$ cat config.mk
export PLATFORM = sky130hd
export DESIGN_NAME = deadline_monotonic_task_scheduler_top
export DESIGN_NICKNAME = d
export VERILOG_FILES = /design/src/sv/dmts_pkg.sv /design/src/sv/dmts_ram.sv /design/src/sv/dmts_mdu.sv /design/src/sv/deadline_monotonic_task_scheduler_top.sv
export SDC_FILE = /design/constraint.sdc
export NUM_CORES = 2
export LEC_CHECK = 0
export BUFFER_PORTS_ARGS = -buffer_cell sky130_fd_sc_hd__buf_2
export CAP_MARGIN = 5
export CORE_ASPECT_RATIO = 1.75
export CORE_MARGIN = 8
export CORE_UTILIZATION = 55
export CTS_BUF_LIST = sky130_fd_sc_hd__clkbuf_2 sky130_fd_sc_hd__clkbuf_4 sky130_fd_sc_hd__clkbuf_8
export CTS_CLUSTER_SIZE = 40
export DETAILED_ROUTE_END_ITERATION = 8
export PLACE_DENSITY = 0.79
export SYNTH_ARGS = -nofsm -noshare
export SYNTH_HDL_FRONTEND = slang
export SYNTH_SLANG_ARGS = --single-unit
export TNS_END_PERCENT = 1
$ cat constraint.sdc
create_clock -name clk -period 12.8 [get_ports clk]
set_clock_uncertainty 0.15 [all_clocks]
set_input_delay 2.56 -clock clk [delete_from_list [all_inputs] [get_ports clk]]
set_output_delay 2.56 -clock clk [all_outputs]
set_load 0.1 [all_outputs]
$ cat src/sv/dmts_pkg.sv
package dmts_pkg;

    localparam int ID_W        = 22;
    localparam int OP_W        = 3;
    localparam int ST_W        = 3;
    localparam int PORT_TIME_W = 16;
    localparam int PH_W        = 2;

    localparam int MAX_TASKS_DEF = 16;
    localparam int TIME_BITS_DEF = 16;

    // request codes
    localparam logic [OP_W-1:0] OP_REG_DM  = 3'd0;
    localparam logic [OP_W-1:0] OP_REG_RM  = 3'd1;
    localparam logic [OP_W-1:0] OP_REMOVE  = 3'd2;
    localparam logic [OP_W-1:0] OP_RELEASE = 3'd3;
    localparam logic [OP_W-1:0] OP_YIELD   = 3'd4;

    // status codes
    localparam logic [ST_W-1:0] ST_OK        = 3'd0;
    localparam logic [ST_W-1:0] ST_DUP       = 3'd1;
    localparam logic [ST_W-1:0] ST_FULL      = 3'd2;
    localparam logic [ST_W-1:0] ST_UNSCHED   = 3'd3;
    localparam logic [ST_W-1:0] ST_NOT_FOUND = 3'd4;
    localparam logic [ST_W-1:0] ST_INVALID   = 3'd5;

    // task phases
    localparam logic [PH_W-1:0] PH_RUN   = 2'd1;
    localparam logic [PH_W-1:0] PH_SLEEP = 2'd2;
    localparam logic [PH_W-1:0] PH_READY = 2'd3;

endpackage

$ cat src/sv/dmts_ram.sv
module dmts_ram #(
    parameter int WIDTH = 8,
    parameter int DEPTH = 16
) (
    input  logic                     clk,
    input  logic                     we,
    input  logic [$clog2(DEPTH)-1:0] waddr,
    input  logic [WIDTH-1:0]         wdata,
    input  logic [$clog2(DEPTH)-1:0] raddr,
    output logic [WIDTH-1:0]         rdata
);

    logic [WIDTH-1:0] mem [DEPTH];

    always_ff @(posedge clk)
    begin
        if (we)
        begin
            mem[waddr] <= wdata;
        end
        rdata <= mem[raddr];
    end

endmodule

$ cat src/sv/dmts_mdu.sv
// saturating ceil(t / p) * c, one quotient bit then one multiplier bit per cycle
module dmts_mdu #(
    parameter int TW = dmts_pkg::TIME_BITS_DEF
) (
    input  logic          clk,
    input  logic          rst_n,
    input  logic          start,
    input  logic [TW:0]   t,
    input  logic [TW-1:0] p,
    input  logic [TW-1:0] c,
    output logic          done,
    output logic [TW:0]   res
);

    localparam int NW  = TW + 1;
    localparam int AW  = 2 * TW + 1;
    localparam int CNW = $clog2(NW + 1);

    localparam logic [1:0] M_IDLE = 2'd0;
    localparam logic [1:0] M_DIV  = 2'd1;
    localparam logic [1:0] M_MUL  = 2'd2;

    localparam logic [TW:0]   TSAT   = {1'b1, {TW{1'b0}}};
    localparam logic [AW-1:0] TSAT_A = AW'(TSAT);

    logic [1:0]     state_reg, state_next;
    logic [CNW-1:0] cnt_reg, cnt_next;
    logic [TW-1:0]  rem_reg, rem_next;
    logic [NW-1:0]  quo_reg, quo_next;
    logic [TW-1:0]  p_reg, p_next;
    logic [TW-1:0]  c_reg, c_next;
    logic [AW-1:0]  acc_reg, acc_next;
    logic [AW-1:0]  mcand_reg, mcand_next;
    logic           done_reg, done_next;

    logic [TW+1:0]  num;
    logic [TW:0]    trial;
    logic           ge;

    assign num   = {1'b0, t} + {2'b00, p} - (TW+2)'(1);
    assign trial = {rem_reg, quo_reg[NW-1]};
    assign ge    = trial >= {1'b0, p_reg};

    always_comb
    begin
        state_next = state_reg;
        cnt_next   = cnt_reg;
        rem_next   = rem_reg;
        quo_next   = quo_reg;
        p_next     = p_reg;
        c_next     = c_reg;
        acc_next   = acc_reg;
        mcand_next = mcand_reg;
        done_next  = 1'b0;
        case (state_reg)
            M_IDLE:
            begin
                if (start)
                begin
                    p_next   = p;
                    c_next   = c;
                    rem_next = '0;
                    acc_next = '0;
                    if (p == '0)
                    begin
                        quo_next   = TSAT;
                        mcand_next = AW'(TSAT);
                        cnt_next   = CNW'(TW);
                        state_next = M_MUL;
                    end
                    else
                    begin
                        quo_next   = num[NW-1:0];
                        cnt_next   = CNW'(NW);
                        state_next = M_DIV;
                    end
                end
            end
            M_DIV:
            begin
                rem_next = ge ? TW'(trial - {1'b0, p_reg}) : trial[TW-1:0];
                quo_next = {quo_reg[NW-2:0], ge};
                cnt_next = cnt_reg - CNW'(1);
                if (cnt_reg == CNW'(1))
                begin
                    mcand_next = AW'({quo_reg[NW-2:0], ge});
                    cnt_next   = CNW'(TW);
                    state_next = M_MUL;
                end
            end
            M_MUL:
            begin
                if (c_reg[0])
                begin
                    acc_next = acc_reg + mcand_reg;
                end
                mcand_next = mcand_reg << 1;
                c_next     = c_reg >> 1;
                cnt_next   = cnt_reg - CNW'(1);
                if (cnt_reg == CNW'(1))
                begin
                    done_next  = 1'b1;
                    state_next = M_IDLE;
                end
            end
            default:
            begin
                state_next = M_IDLE;
            end
        endcase
    end

    always_ff @(posedge clk or negedge rst_n)
    begin
        if (!rst_n)
        begin
            state_reg <= M_IDLE;
            cnt_reg   <= '0;
            done_reg  <= 1'b0;
        end
        else
        begin
            state_reg <= state_next;
            cnt_reg   <= cnt_next;
            done_reg  <= done_next;
        end
    end

    always_ff @(posedge clk)
    begin
        rem_reg   <= rem_next;
        quo_reg   <= quo_next;
        p_reg     <= p_next;
        c_reg     <= c_next;
        acc_reg   <= acc_next;
        mcand_reg <= mcand_next;
    end

    assign done = done_reg;
    assign res  = (acc_reg > TSAT_A) ? TSAT : acc_reg[TW:0];

endmodule

$ cat src/sv/deadline_monotonic_task_scheduler_top.sv
// Deadline-monotonic task scheduler with response-time admission. One request beat in
// gives exactly one result beat out, and requests are handled one at a time. The task
// table (id, period, deadline, cost) and the per-task phase live in two single-port-write
// RAMs with a registered read, kept sorted by ascending deadline; the sequencer walks
// them one entry at a time, a read state followed by a state that uses the data. A
// request first scans the table and decodes it. Register then shifts the entries above
// the insert point up, writes the new entry and runs response-time analysis: for each
// task and each fixed-point iteration, every higher-priority entry costs a read, a start
// and a ceiling-divide and multiply in the shared arithmetic unit, and the number of
// iterations per task depends on how quickly its response time settles. Remove shifts
// entries down. Release of a task that is not running, and yield, do a second scan for
// dispatch plus up to two phase writes. A new request is taken while the previous result
// is still waiting to be taken at the output.
module deadline_monotonic_task_scheduler_top #(
    parameter int MAX_TASKS = dmts_pkg::MAX_TASKS_DEF,
    parameter int TIME_BITS = dmts_pkg::TIME_BITS_DEF
) (
    input  logic                                clk,
    input  logic                                rst_n,
    input  logic                                in_valid,
    output logic                                in_ready,
    input  logic [dmts_pkg::OP_W-1:0]           opcode,
    input  logic [dmts_pkg::ID_W-1:0]           task_id,
    input  logic [dmts_pkg::PORT_TIME_W-1:0]    task_period,
    input  logic [dmts_pkg::PORT_TIME_W-1:0]    task_deadline,
    input  logic [dmts_pkg::PORT_TIME_W-1:0]    task_cost,
    output logic                                out_valid,
    input  logic                                out_ready,
    output logic [dmts_pkg::ST_W-1:0]           status,
    output logic                                running_valid,
    output logic [dmts_pkg::ID_W-1:0]           running_id,
    output logic                                switched,
    output logic                                preempt_valid,
    output logic [dmts_pkg::ID_W-1:0]           preempt_id
);

    localparam int TW   = TIME_BITS;
    localparam int IDW  = dmts_pkg::ID_W;
    localparam int PHW  = dmts_pkg::PH_W;
    localparam int EW   = IDW + 3 * TW;
    localparam int IW   = $clog2(MAX_TASKS);
    localparam int CW   = $clog2(MAX_TASKS + 1);

    localparam logic [TW:0]   TSAT  = {1'b1, {TW{1'b0}}};
    localparam logic [TW+1:0] TSAT2 = {2'b01, {TW{1'b0}}};

    // sequencer states
    localparam logic [4:0] S_IDLE    = 5'd0;
    localparam logic [4:0] S_SCAN_RD = 5'd1;
    localparam logic [4:0] S_SCAN_EV = 5'd2;
    localparam logic [4:0] S_DECODE  = 5'd3;
    localparam logic [4:0] S_INS_RD  = 5'd4;
    localparam logic [4:0] S_INS_MV  = 5'd5;
    localparam logic [4:0] S_INS_WR  = 5'd6;
    localparam logic [4:0] S_REM_RD  = 5'd7;
    localparam logic [4:0] S_REM_MV  = 5'd8;
    localparam logic [4:0] S_RTA_I   = 5'd9;
    localparam logic [4:0] S_RTA_I2  = 5'd10;
    localparam logic [4:0] S_RTA_IT  = 5'd11;
    localparam logic [4:0] S_RTA_J   = 5'd12;
    localparam logic [4:0] S_RTA_J2  = 5'd13;
    localparam logic [4:0] S_RTA_MW  = 5'd14;
    localparam logic [4:0] S_RTA_CHK = 5'd15;
    localparam logic [4:0] S_DISP    = 5'd16;
    localparam logic [4:0] S_DISP2   = 5'd17;
    localparam logic [4:0] S_OUT     = 5'd18;

    logic [4:0]     state_reg, state_next;

    // latched request
    logic [dmts_pkg::OP_W-1:0] op_reg, op_next;
    logic [IDW-1:0]  rid_reg, rid_next;
    logic [TW-1:0]   rper_reg, rper_next;
    logic [TW-1:0]   rdl_reg, rdl_next;
    logic [TW-1:0]   rcost_reg, rcost_next;

    // table bookkeeping
    logic [CW-1:0]   count_reg, count_next;
    logic            run_valid_reg, run_valid_next;
    logic [IW-1:0]   run_slot_reg, run_slot_next;
    logic [IDW-1:0]  run_id_reg, run_id_next;
    logic [TW-1:0]   run_dl_reg, run_dl_next;

    // scan results
    logic            scan_disp_reg, scan_disp_next;
    logic [CW-1:0]   idx_reg, idx_next;
    logic            found_reg, found_next;
    logic [CW-1:0]   fpos_reg, fpos_next;
    logic            at_set_reg, at_set_next;
    logic [CW-1:0]   at_reg, at_next;
    logic            best_v_reg, best_v_next;
    logic [IW-1:0]   best_reg, best_next;
    logic [TW-1:0]   best_dl_reg, best_dl_next;
    logic [IDW-1:0]  best_id_reg, best_id_next;

    // shifting
    logic [CW-1:0]   sh_reg, sh_next;
    logic [CW-1:0]   rem_pos_reg, rem_pos_next;

    // response-time analysis
    logic [CW-1:0]   i_reg, i_next;
    logic [CW-1:0]   j_reg, j_next;
    logic [TW:0]     base_reg, base_next;
    logic [TW:0]     t_reg, t_next;
    logic [TW:0]     inter_reg, inter_next;
    logic [TW-1:0]   c_reg, c_next;
    logic [TW-1:0]   d_reg, d_next;

    // per-request result
    logic [dmts_pkg::ST_W-1:0] st_reg, st_next;
    logic            sw_reg, sw_next;
    logic            pv_reg, pv_next;
    logic [IDW-1:0]  pid_reg, pid_next;

    // output register
    logic            ov_reg, ov_next;
    logic [dmts_pkg::ST_W-1:0] o_st_reg, o_st_next;
    logic            o_rv_reg, o_rv_next;
    logic [IDW-1:0]  o_rid_reg, o_rid_next;
    logic            o_sw_reg, o_sw_next;
    logic            o_pv_reg, o_pv_next;
    logic [IDW-1:0]  o_pid_reg, o_pid_next;

    // memories
    logic            tbl_we;
    logic [IW-1:0]   tbl_waddr;
    logic [EW-1:0]   tbl_wdata;
    logic [EW-1:0]   tbl_q;
    logic            ph_we;
    logic [IW-1:0]   ph_waddr;
    logic [PHW-1:0]  ph_wdata;
    logic [PHW-1:0]  ph_q;
    logic [IW-1:0]   raddr;

    logic [IDW-1:0]  q_id;
    logic [TW-1:0]   q_per;
    logic [TW-1:0]   q_dl;
    logic [TW-1:0]   q_cost;

    logic [CW-1:0]   sh_dn;
    logic [CW-1:0]   sh_up;
    logic [TW+1:0]   sum_ic;
    logic [TW+1:0]   sum_bc;
    logic [TW+1:0]   sum_bq;
    logic [TW+1:0]   sum_ir;

    logic            mdu_start;
    logic            mdu_done;
    logic [TW:0]     mdu_res;

    assign q_id   = tbl_q[EW-1 -: IDW];
    assign q_per  = tbl_q[3*TW-1 -: TW];
    assign q_dl   = tbl_q[2*TW-1 -: TW];
    assign q_cost = tbl_q[TW-1:0];

    assign sh_dn  = sh_reg - CW'(1);
    assign sh_up  = sh_reg + CW'(1);
    assign sum_ic = {1'b0, inter_reg} + {2'b00, c_reg};
    assign sum_bc = {1'b0, base_reg} + {2'b00, c_reg};
    assign sum_bq = {1'b0, base_reg} + {2'b00, q_cost};
    assign sum_ir = {1'b0, inter_reg} + {1'b0, mdu_res};

    assign in_ready = (state_reg == S_IDLE);

    // one read address serves both memories
    always_comb
    begin
        case (state_reg)
            S_SCAN_RD: raddr = idx_reg[IW-1:0];
            S_INS_RD:  raddr = sh_dn[IW-1:0];
            S_REM_RD:  raddr = sh_up[IW-1:0];
            S_RTA_I:   raddr = i_reg[IW-1:0];
            S_RTA_J:   raddr = j_reg[IW-1:0];
            default:   raddr = '0;
        endcase
    end

    always_comb
    begin
        state_next     = state_reg;
        op_next        = op_reg;
        rid_next       = rid_reg;
        rper_next      = rper_reg;
        rdl_next       = rdl_reg;
        rcost_next     = rcost_reg;
        count_next     = count_reg;
        run_valid_next = run_valid_reg;
        run_slot_next  = run_slot_reg;
        run_id_next    = run_id_reg;
        run_dl_next    = run_dl_reg;
        scan_disp_next = scan_disp_reg;
        idx_next       = idx_reg;
        found_next     = found_reg;
        fpos_next      = fpos_reg;
        at_set_next    = at_set_reg;
        at_next        = at_reg;
        best_v_next    = best_v_reg;
        best_next      = best_reg;
        best_dl_next   = best_dl_reg;
        best_id_next   = best_id_reg;
        sh_next        = sh_reg;
        rem_pos_next   = rem_pos_reg;
        i_next         = i_reg;
        j_next         = j_reg;
        base_next      = base_reg;
        t_next         = t_reg;
        inter_next     = inter_reg;
        c_next         = c_reg;
        d_next         = d_reg;
        st_next        = st_reg;
        sw_next        = sw_reg;
        pv_next        = pv_reg;
        pid_next       = pid_reg;
        ov_next        = ov_reg;
        o_st_next      = o_st_reg;
        o_rv_next      = o_rv_reg;
        o_rid_next     = o_rid_reg;
        o_sw_next      = o_sw_reg;
        o_pv_next      = o_pv_reg;
        o_pid_next     = o_pid_reg;

        tbl_we    = 1'b0;
        tbl_waddr = '0;
        tbl_wdata = tbl_q;
        ph_we     = 1'b0;
        ph_waddr  = '0;
        ph_wdata  = ph_q;
        mdu_start = 1'b0;

        if (ov_reg && out_ready)
        begin
            ov_next = 1'b0;
        end

        case (state_reg)
            S_IDLE:
            begin
                if (in_valid)
                begin
                    op_next        = opcode;
                    rid_next       = task_id;
                    rper_next      = TW'(task_period);
                    rdl_next       = TW'(task_deadline);
                    rcost_next     = TW'(task_cost);
                    st_next        = dmts_pkg::ST_OK;
                    sw_next        = 1'b0;
                    pv_next        = 1'b0;
                    pid_next       = '0;
                    scan_disp_next = 1'b0;
                    idx_next       = '0;
                    found_next     = 1'b0;
                    at_set_next    = 1'b0;
                    at_next        = count_reg;
                    state_next     = S_SCAN_RD;
                end
            end
            S_SCAN_RD:
            begin
                if (idx_reg == count_reg)
                begin
                    state_next = scan_disp_reg ? S_DISP : S_DECODE;
                end
                else
                begin
                    state_next = S_SCAN_EV;
                end
            end
            S_SCAN_EV:
            begin
                if (scan_disp_reg)
                begin
                    // later entries win deadline ties
                    if (ph_q == dmts_pkg::PH_READY && (!best_v_reg || q_dl <= best_dl_reg))
                    begin
                        best_v_next  = 1'b1;
                        best_next    = idx_reg[IW-1:0];
                        best_dl_next = q_dl;
                        best_id_next = q_id;
                    end
                end
                else
                begin
                    if (!found_reg && q_id == rid_reg)
                    begin
                        found_next = 1'b1;
                        fpos_next  = idx_reg;
                    end
                    if (!at_set_reg && q_dl >= rdl_reg)
                    begin
                        at_set_next = 1'b1;
                        at_next     = idx_reg;
                    end
                end
                idx_next   = idx_reg + CW'(1);
                state_next = S_SCAN_RD;
            end
            S_DECODE:
            begin
                state_next = S_OUT;
                case (op_reg)
                    dmts_pkg::OP_REG_DM, dmts_pkg::OP_REG_RM:
                    begin
                        if ((op_reg == dmts_pkg::OP_REG_RM && rper_reg != rdl_reg)
                            || rper_reg == '0)
                        begin
                            st_next = dmts_pkg::ST_INVALID;
                        end
                        else if (found_reg)
                        begin
                            st_next = dmts_pkg::ST_DUP;
                        end
                        else if (count_reg == CW'(MAX_TASKS))
                        begin
                            st_next = dmts_pkg::ST_FULL;
                        end
                        else
                        begin
                            sh_next    = count_reg;
                            state_next = (count_reg > at_reg) ? S_INS_RD : S_INS_WR;
                        end
                    end
                    dmts_pkg::OP_REMOVE:
                    begin
                        if (!found_reg)
                        begin
                            st_next = dmts_pkg::ST_NOT_FOUND;
                        end
                        else
                        begin
                            rem_pos_next = fpos_reg;
                            sh_next      = fpos_reg;
                            state_next   = S_REM_RD;
                        end
                    end
                    dmts_pkg::OP_RELEASE:
                    begin
                        if (!found_reg)
                        begin
                            st_next = dmts_pkg::ST_NOT_FOUND;
                        end
                        else if (!(run_valid_reg && run_slot_reg == fpos_reg[IW-1:0]))
                        begin
                            ph_we          = 1'b1;
                            ph_waddr       = fpos_reg[IW-1:0];
                            ph_wdata       = dmts_pkg::PH_READY;
                            scan_disp_next = 1'b1;
                            idx_next       = '0;
                            best_v_next    = 1'b0;
                            state_next     = S_SCAN_RD;
                        end
                    end
                    dmts_pkg::OP_YIELD:
                    begin
                        if (!found_reg)
                        begin
                            st_next = dmts_pkg::ST_NOT_FOUND;
                        end
                        else
                        begin
                            ph_we    = 1'b1;
                            ph_waddr = fpos_reg[IW-1:0];
                            ph_wdata = dmts_pkg::PH_SLEEP;
                            if (run_valid_reg && run_slot_reg == fpos_reg[IW-1:0])
                            begin
                                run_valid_next = 1'b0;
                                run_slot_next  = '0;
                                run_id_next    = '0;
                            end
                        end
                        // dispatch even for an unknown id
                        scan_disp_next = 1'b1;
                        idx_next       = '0;
                        best_v_next    = 1'b0;
                        state_next     = S_SCAN_RD;
                    end
                    default:
                    begin
                        st_next = dmts_pkg::ST_INVALID;
                    end
                endcase
            end
            S_INS_RD:
            begin
                state_next = S_INS_MV;
            end
            S_INS_MV:
            begin
                tbl_we     = 1'b1;
                tbl_waddr  = sh_reg[IW-1:0];
                tbl_wdata  = tbl_q;
                ph_we      = 1'b1;
                ph_waddr   = sh_reg[IW-1:0];
                ph_wdata   = ph_q;
                sh_next    = sh_dn;
                state_next = (sh_dn > at_reg) ? S_INS_RD : S_INS_WR;
            end
            S_INS_WR:
            begin
                tbl_we     = 1'b1;
                tbl_waddr  = at_reg[IW-1:0];
                tbl_wdata  = {rid_reg, rper_reg, rdl_reg, rcost_reg};
                ph_we      = 1'b1;
                ph_waddr   = at_reg[IW-1:0];
                ph_wdata   = dmts_pkg::PH_SLEEP;
                count_next = count_reg + CW'(1);
                if (run_valid_reg && CW'(run_slot_reg) >= at_reg)
                begin
                    run_slot_next = run_slot_reg + IW'(1);
                end
                i_next     = '0;
                base_next  = '0;
                state_next = S_RTA_I;
            end
            S_REM_RD:
            begin
                if (sh_up < count_reg)
                begin
                    state_next = S_REM_MV;
                end
                else
                begin
                    count_next = count_reg - CW'(1);
                    if (run_valid_reg && CW'(run_slot_reg) == rem_pos_reg)
                    begin
                        run_valid_next = 1'b0;
                        run_slot_next  = '0;
                        run_id_next    = '0;
                    end
                    else if (run_valid_reg && CW'(run_slot_reg) > rem_pos_reg)
                    begin
                        run_slot_next = run_slot_reg - IW'(1);
                    end
                    state_next = S_OUT;
                end
            end
            S_REM_MV:
            begin
                tbl_we     = 1'b1;
                tbl_waddr  = sh_reg[IW-1:0];
                tbl_wdata  = tbl_q;
                ph_we      = 1'b1;
                ph_waddr   = sh_reg[IW-1:0];
                ph_wdata   = ph_q;
                sh_next    = sh_up;
                state_next = S_REM_RD;
            end
            S_RTA_I:
            begin
                state_next = (i_reg == count_reg) ? S_OUT : S_RTA_I2;
            end
            S_RTA_I2:
            begin
                c_next     = q_cost;
                d_next     = q_dl;
                // start from the saturated sum of all earlier costs and its own cost
                t_next     = (sum_bq > TSAT2) ? TSAT : sum_bq[TW:0];
                state_next = S_RTA_IT;
            end
            S_RTA_IT:
            begin
                inter_next = '0;
                j_next     = '0;
                state_next = S_RTA_J;
            end
            S_RTA_J:
            begin
                state_next = (j_reg == i_reg) ? S_RTA_CHK : S_RTA_J2;
            end
            S_RTA_J2:
            begin
                mdu_start  = 1'b1;
                state_next = S_RTA_MW;
            end
            S_RTA_MW:
            begin
                if (mdu_done)
                begin
                    inter_next = (sum_ir > TSAT2) ? TSAT : sum_ir[TW:0];
                    j_next     = j_reg + CW'(1);
                    state_next = S_RTA_J;
                end
            end
            S_RTA_CHK:
            begin
                if (sum_ic <= {1'b0, t_reg})
                begin
                    if (t_reg > {1'b0, d_reg})
                    begin
                        st_next      = dmts_pkg::ST_UNSCHED;
                        rem_pos_next = at_reg;
                        sh_next      = at_reg;
                        state_next   = S_REM_RD;
                    end
                    else
                    begin
                        base_next  = (sum_bc > TSAT2) ? TSAT : sum_bc[TW:0];
                        i_next     = i_reg + CW'(1);
                        state_next = S_RTA_I;
                    end
                end
                else if (sum_ic > {2'b00, d_reg})
                begin
                    st_next      = dmts_pkg::ST_UNSCHED;
                    rem_pos_next = at_reg;
                    sh_next      = at_reg;
                    state_next   = S_REM_RD;
                end
                else
                begin
                    t_next     = sum_ic[TW:0];
                    state_next = S_RTA_IT;
                end
            end
            S_DISP:
            begin
                if (!best_v_reg || (run_valid_reg && run_dl_reg < best_dl_reg))
                begin
                    state_next = S_OUT;
                end
                else
                begin
                    if (run_valid_reg)
                    begin
                        ph_we    = 1'b1;
                        ph_waddr = run_slot_reg;
                        ph_wdata = dmts_pkg::PH_READY;
                        pv_next  = 1'b1;
                        pid_next = run_id_reg;
                    end
                    state_next = S_DISP2;
                end
            end
            S_DISP2:
            begin
                ph_we          = 1'b1;
                ph_waddr       = best_reg;
                ph_wdata       = dmts_pkg::PH_RUN;
                run_valid_next = 1'b1;
                run_slot_next  = best_reg;
                run_id_next    = best_id_reg;
                run_dl_next    = best_dl_reg;
                sw_next        = 1'b1;
                state_next     = S_OUT;
            end
            S_OUT:
            begin
                if (!ov_reg || out_ready)
                begin
                    ov_next    = 1'b1;
                    o_st_next  = st_reg;
                    o_rv_next  = run_valid_reg;
                    o_rid_next = run_id_reg;
                    o_sw_next  = sw_reg;
                    o_pv_next  = pv_reg;
                    o_pid_next = pid_reg;
                    state_next = S_IDLE;
                end
            end
            default:
            begin
                state_next = S_IDLE;
            end
        endcase
    end

    always_ff @(posedge clk or negedge rst_n)
    begin
        if (!rst_n)
        begin
            state_reg     <= S_IDLE;
            count_reg     <= '0;
            run_valid_reg <= 1'b0;
            run_slot_reg  <= '0;
            run_id_reg    <= '0;
            ov_reg        <= 1'b0;
        end
        else
        begin
            state_reg     <= state_next;
            count_reg     <= count_next;
            run_valid_reg <= run_valid_next;
            run_slot_reg  <= run_slot_next;
            run_id_reg    <= run_id_next;
            ov_reg        <= ov_next;
        end
    end

    always_ff @(posedge clk)
    begin
        op_reg        <= op_next;
        rid_reg       <= rid_next;
        rper_reg      <= rper_next;
        rdl_reg       <= rdl_next;
        rcost_reg     <= rcost_next;
        run_dl_reg    <= run_dl_next;
        scan_disp_reg <= scan_disp_next;
        idx_reg       <= idx_next;
        found_reg     <= found_next;
        fpos_reg      <= fpos_next;
        at_set_reg    <= at_set_next;
        at_reg        <= at_next;
        best_v_reg    <= best_v_next;
        best_reg      <= best_next;
        best_dl_reg   <= best_dl_next;
        best_id_reg   <= best_id_next;
        sh_reg        <= sh_next;
        rem_pos_reg   <= rem_pos_next;
        i_reg         <= i_next;
        j_reg         <= j_next;
        base_reg      <= base_next;
        t_reg         <= t_next;
        inter_reg     <= inter_next;
        c_reg         <= c_next;
        d_reg         <= d_next;
        st_reg        <= st_next;
        sw_reg        <= sw_next;
        pv_reg        <= pv_next;
        pid_reg       <= pid_next;
        o_st_reg      <= o_st_next;
        o_rv_reg      <= o_rv_next;
        o_rid_reg     <= o_rid_next;
        o_sw_reg      <= o_sw_next;
        o_pv_reg      <= o_pv_next;
        o_pid_reg     <= o_pid_next;
    end

    // task table: id, period, deadline, cost
    dmts_ram #(
        .WIDTH (EW),
        .DEPTH (MAX_TASKS)
    ) u_tbl_ram (
        .clk   (clk),
        .we    (tbl_we),
        .waddr (tbl_waddr),
        .wdata (tbl_wdata),
        .raddr (raddr),
        .rdata (tbl_q)
    );

    // task phases, written alone on dispatch
    dmts_ram #(
        .WIDTH (PHW),
        .DEPTH (MAX_TASKS)
    ) u_ph_ram (
        .clk   (clk),
        .we    (ph_we),
        .waddr (ph_waddr),
        .wdata (ph_wdata),
        .raddr (raddr),
        .rdata (ph_q)
    );

    // interference term of one higher-priority task; period and cost read from the table
    dmts_mdu #(
        .TW (TW)
    ) u_mdu (
        .clk   (clk),
        .rst_n (rst_n),
        .start (mdu_start),
        .t     (t_reg),
        .p     (q_per),
        .c     (q_cost),
        .done  (mdu_done),
        .res   (mdu_res)
    );

    assign out_valid     = ov_reg;
    assign status        = o_st_reg;
    assign running_valid = o_rv_reg;
    assign running_id    = o_rid_reg;
    assign switched      = o_sw_reg;
    assign preempt_valid = o_pv_reg;
    assign preempt_id    = o_pid_reg;

    a_count_bound: assert property (@(posedge clk) disable iff (!rst_n)
        count_reg <= CW'(MAX_TASKS))
        else $error("task count above table depth");

    a_run_in_table: assert property (@(posedge clk) disable iff (!rst_n)
        run_valid_reg |-> (CW'(run_slot_reg) < count_reg))
        else $error("running slot outside table");

    a_idle_id_zero: assert property (@(posedge clk) disable iff (!rst_n)
        !run_valid_reg |-> (run_id_reg == '0))
        else $error("running id kept with no running task");

    a_switch_runs: assert property (@(posedge clk) disable iff (!rst_n)
        (ov_reg && o_sw_reg) |-> o_rv_reg)
        else $error("switch reported with nothing running");

endmodule

==> impl_metrics.toml <==
[die]
die_h_um = 512
dieArea_um2 = 153000
std_cell_rows = 182
fp.dieW_um = 299
initial_core_util_pct = 55.2
ioPinCount = 129
core_area_um2 = 140000

[run]
drv_cap = 0

[drt]
drtIter0Drc = 4799
route.final.wire_length_mm = 206
dr.pass1.iters = 6
route.detailed.drc = 0
via_per_inst = 6.25
avgRoutedWirePerCell_um = 25.1
antenna_left = 0
vias = 51246

[critical_path]
crit_slowest_cell = "o311ai_0"
reg2reg_slack_ns = 6.45
cp_data_arrival_time_ns = 6.73
reg2reg_to = "t_reg[5]"
worst_ep_required_time_ns = 13.18
worst-setup-path-type = "reg2reg"
max_stage_delay_ns = 1.14
cp_num_buf_inv = 0
timing.rr.start = "inter_reg[1]"
cp-end-kind = "flop"
r2r_cells = 16
critPathMaxFanout = 17
critPathLaunchType = "flop"
crit_family = "compound AO/OA/AOI/OAI gates"
path_cells = "ha_1, a21oi_1, nor2_1, o311a_1, o311ai_0, a21boi_0, o21ai_0, nor2b_1, xnor2_1, ha_1, nand4_1, or2_2, o221ai_1, o311a_1, o221ai_1, o22ai_2"

[worst_hold_path]
min_path_type = "reg2reg"
worstHoldStart = "pid_reg[1]"
holdPathStages = 0
min_to = "preempt_id[1]"

[cts]
postCtsSetupBuffers = 0
clockBufferDepth = 3
cts_max_level = 4
ctsResizeCount = 0
clk_pin_slew_worst_paths_ns = 0.07
clk_latency_ns = 0.95
cts_sinks = 1731
cts_buffers = 222
cts_hold_buf = 0
cts_tree = "done"
root_buffer = "clkbuf_8"

[timing]
whs_ns = 0.242
rsz0062_at_grt = "no"
fin_crit_ns = 6.35
worst_slew_pin_slew_ns = 1.37
hold_viol = 0
fin_setup_tns_ns = 0
period_share_pct = 49.6
fmax_mhz = 157
timing.max_slew.rel_slack_pct = 7.58
drv_slew = 0
setup_viol = 0

[synthesis]
synth.largest_area_cell = "edfxtp_1"
synth_cell_types = 92
yosys.area.top_type_share_pct = 62.7
synth_seq_area_share_pct = 66.1
ys_warn_count = 0
synthCells = 6027
synthTopCellsByArea = "edfxtp_1 (63%), ha_1 (4.5%), nand2_1 (4.4%)"
ys.flop_type = "edfxtp_1"
synth_most_common_cell = "edfxtp_1"
synth_edf_count = 1613
syn_nets = 6390
synthTopCellsByCount = "edfxtp_1 (1,613), nand2_1 (913), a211oi_1 (395)"
async_flop_share_pct = 2.66
syn_area_um2 = 77200
synth_seq_cells = 1731
avgSynthCellArea_um2 = 12.8

[power]
pwr_density_cell_nw_per_um2 = 214
fin_total_pwr_mw = 18.1
p_leak_nw = 29.7
ir_drop_v = 0.000181

[global_routing]
grt_use_met2_pct = 45.9
use_met1_pct = 28.5
grt_overflow = 0
grt_use_total_pct = 26.0
first_global_vias = 51286
top_usage_layer = "met2"
grtUsageMet3_pct = 4.13
antenna_found_initial = 9
grt_pass1_wl_mm = 304
grt_max_degree = 234

[placed_design]
place_congestion = 1.00
numPortBuffers = 128
dpl.hpwl_mm = 134

[final_layout]
area_growth_syn_to_layout_pct = 9.65
largest_register_ffs = 1120
final_nets = 6530
largestRegisters = "u_tbl_ram.mem: 1120 flops, u_tbl_ram.rdata: 70 flops"
drive_gt1_share_pct = 11.1
top_register = "u_tbl_ram.mem"

[run_status]
outcome = "finished clean"
worst max path at each step:
stage / startpoint / depth (start not counted) / slack, ns / endpoint
4_1_cts: inter_reg[1] / 16 / 6.71 / t_reg[6]
6_report: inter_reg[1] / 16 / 6.45 / t_reg[5]
3_3_place_gp: inter_reg[1] / 16 / 6.63 / t_reg[6]
5_1_grt: inter_reg[1] / 16 / 6.12 / t_reg[3]
3_5_place_dp: inter_reg[1] / 16 / 6.79 / t_reg[7]
2_1_floorplan: state_reg[0] / 8 / 3.80 / u_tbl_ram.mem[12][0]
logic make-up (layout without fill, tap and decap cells):
logic type / count (synthesis) / after routing / share of synthesized area [%]
AO/OA/AOI/OAI: 1467 / 1467 / 13.0
XOR/XNOR: 168 / 168 / 1.90
adder cells (fa/ha/maj): 286 / 286 / 4.71
buffers and inverters: 523 / 857 / 2.83
flip-flops: 1731 / 1731 / 66.1
multiplexers: 25 / 25 / 0.363
other: 0 / 2 / 0
AND/OR/NAND/NOR: 1827 / 1827 / 11.1
final cells by class:
class	instances	area [µm²]
fill	10408	55300
sequential	1731	51000
multi-input combinational	3773	24300
clock buffer	326	3990
tap	1840	2300
timing repair buffer	235	1510
clock inverter	92	832
inverter	204	768
antenna	2	5.00
per-layer routing:
metal,wire (µm),up-vias
li1,-,22939
met1,70400,25246
met2,106000,2393
met3,14400,666
met4,15500,2
met5,13,-
cells in the final DEF, fill, tap and decap left out, drive strengths merged, types with 66 or more instances in the layout:
| cell type | Yosys | routed |
|---|---|---|
| clkinv | 0 | 66 |
| edfxtp | 1613 | 1613 |
| a211oi | 397 | 397 |
| clkbuf | 200 | 326 |
| xnor2 | 74 | 74 |
| ha | 278 | 278 |
| a21o | 79 | 79 |
| o21ai | 167 | 167 |
| and2 | 355 | 355 |
| a311oi | 147 | 147 |
| buf | 119 | 235 |
| dfxtp | 72 | 72 |
| a21oi | 291 | 291 |
| nor2 | 207 | 207 |
| nand2 | 913 | 913 |
| a31oi | 160 | 160 |
| inv | 204 | 212 |
| xor2 | 94 | 94 |
power breakdown:
part	switching, mW	total [mW]	leakage (nW)	internal (mW)
registers	0.593	8.06	15.9	7.46
clock network	2.05	4.32	2.55	2.28
logic	3.88	5.73	11.3	1.84
total	6.53	18.1	29.7	11.6
stage by stage:
step                util [%]  instances  setup WS, ns  cell area, µm²
floorplan                  -       6027          3.80           77200
global placement        57.0       7783          6.63           79900
detailed placement      57.0       7783          6.79           79900
CTS                     60.5       8201          6.71           84700
global route            60.5       8202          6.12           84700
finish                  60.5       8203          6.45           84700
No activity file was read; power rests on OpenSTA's default activity.
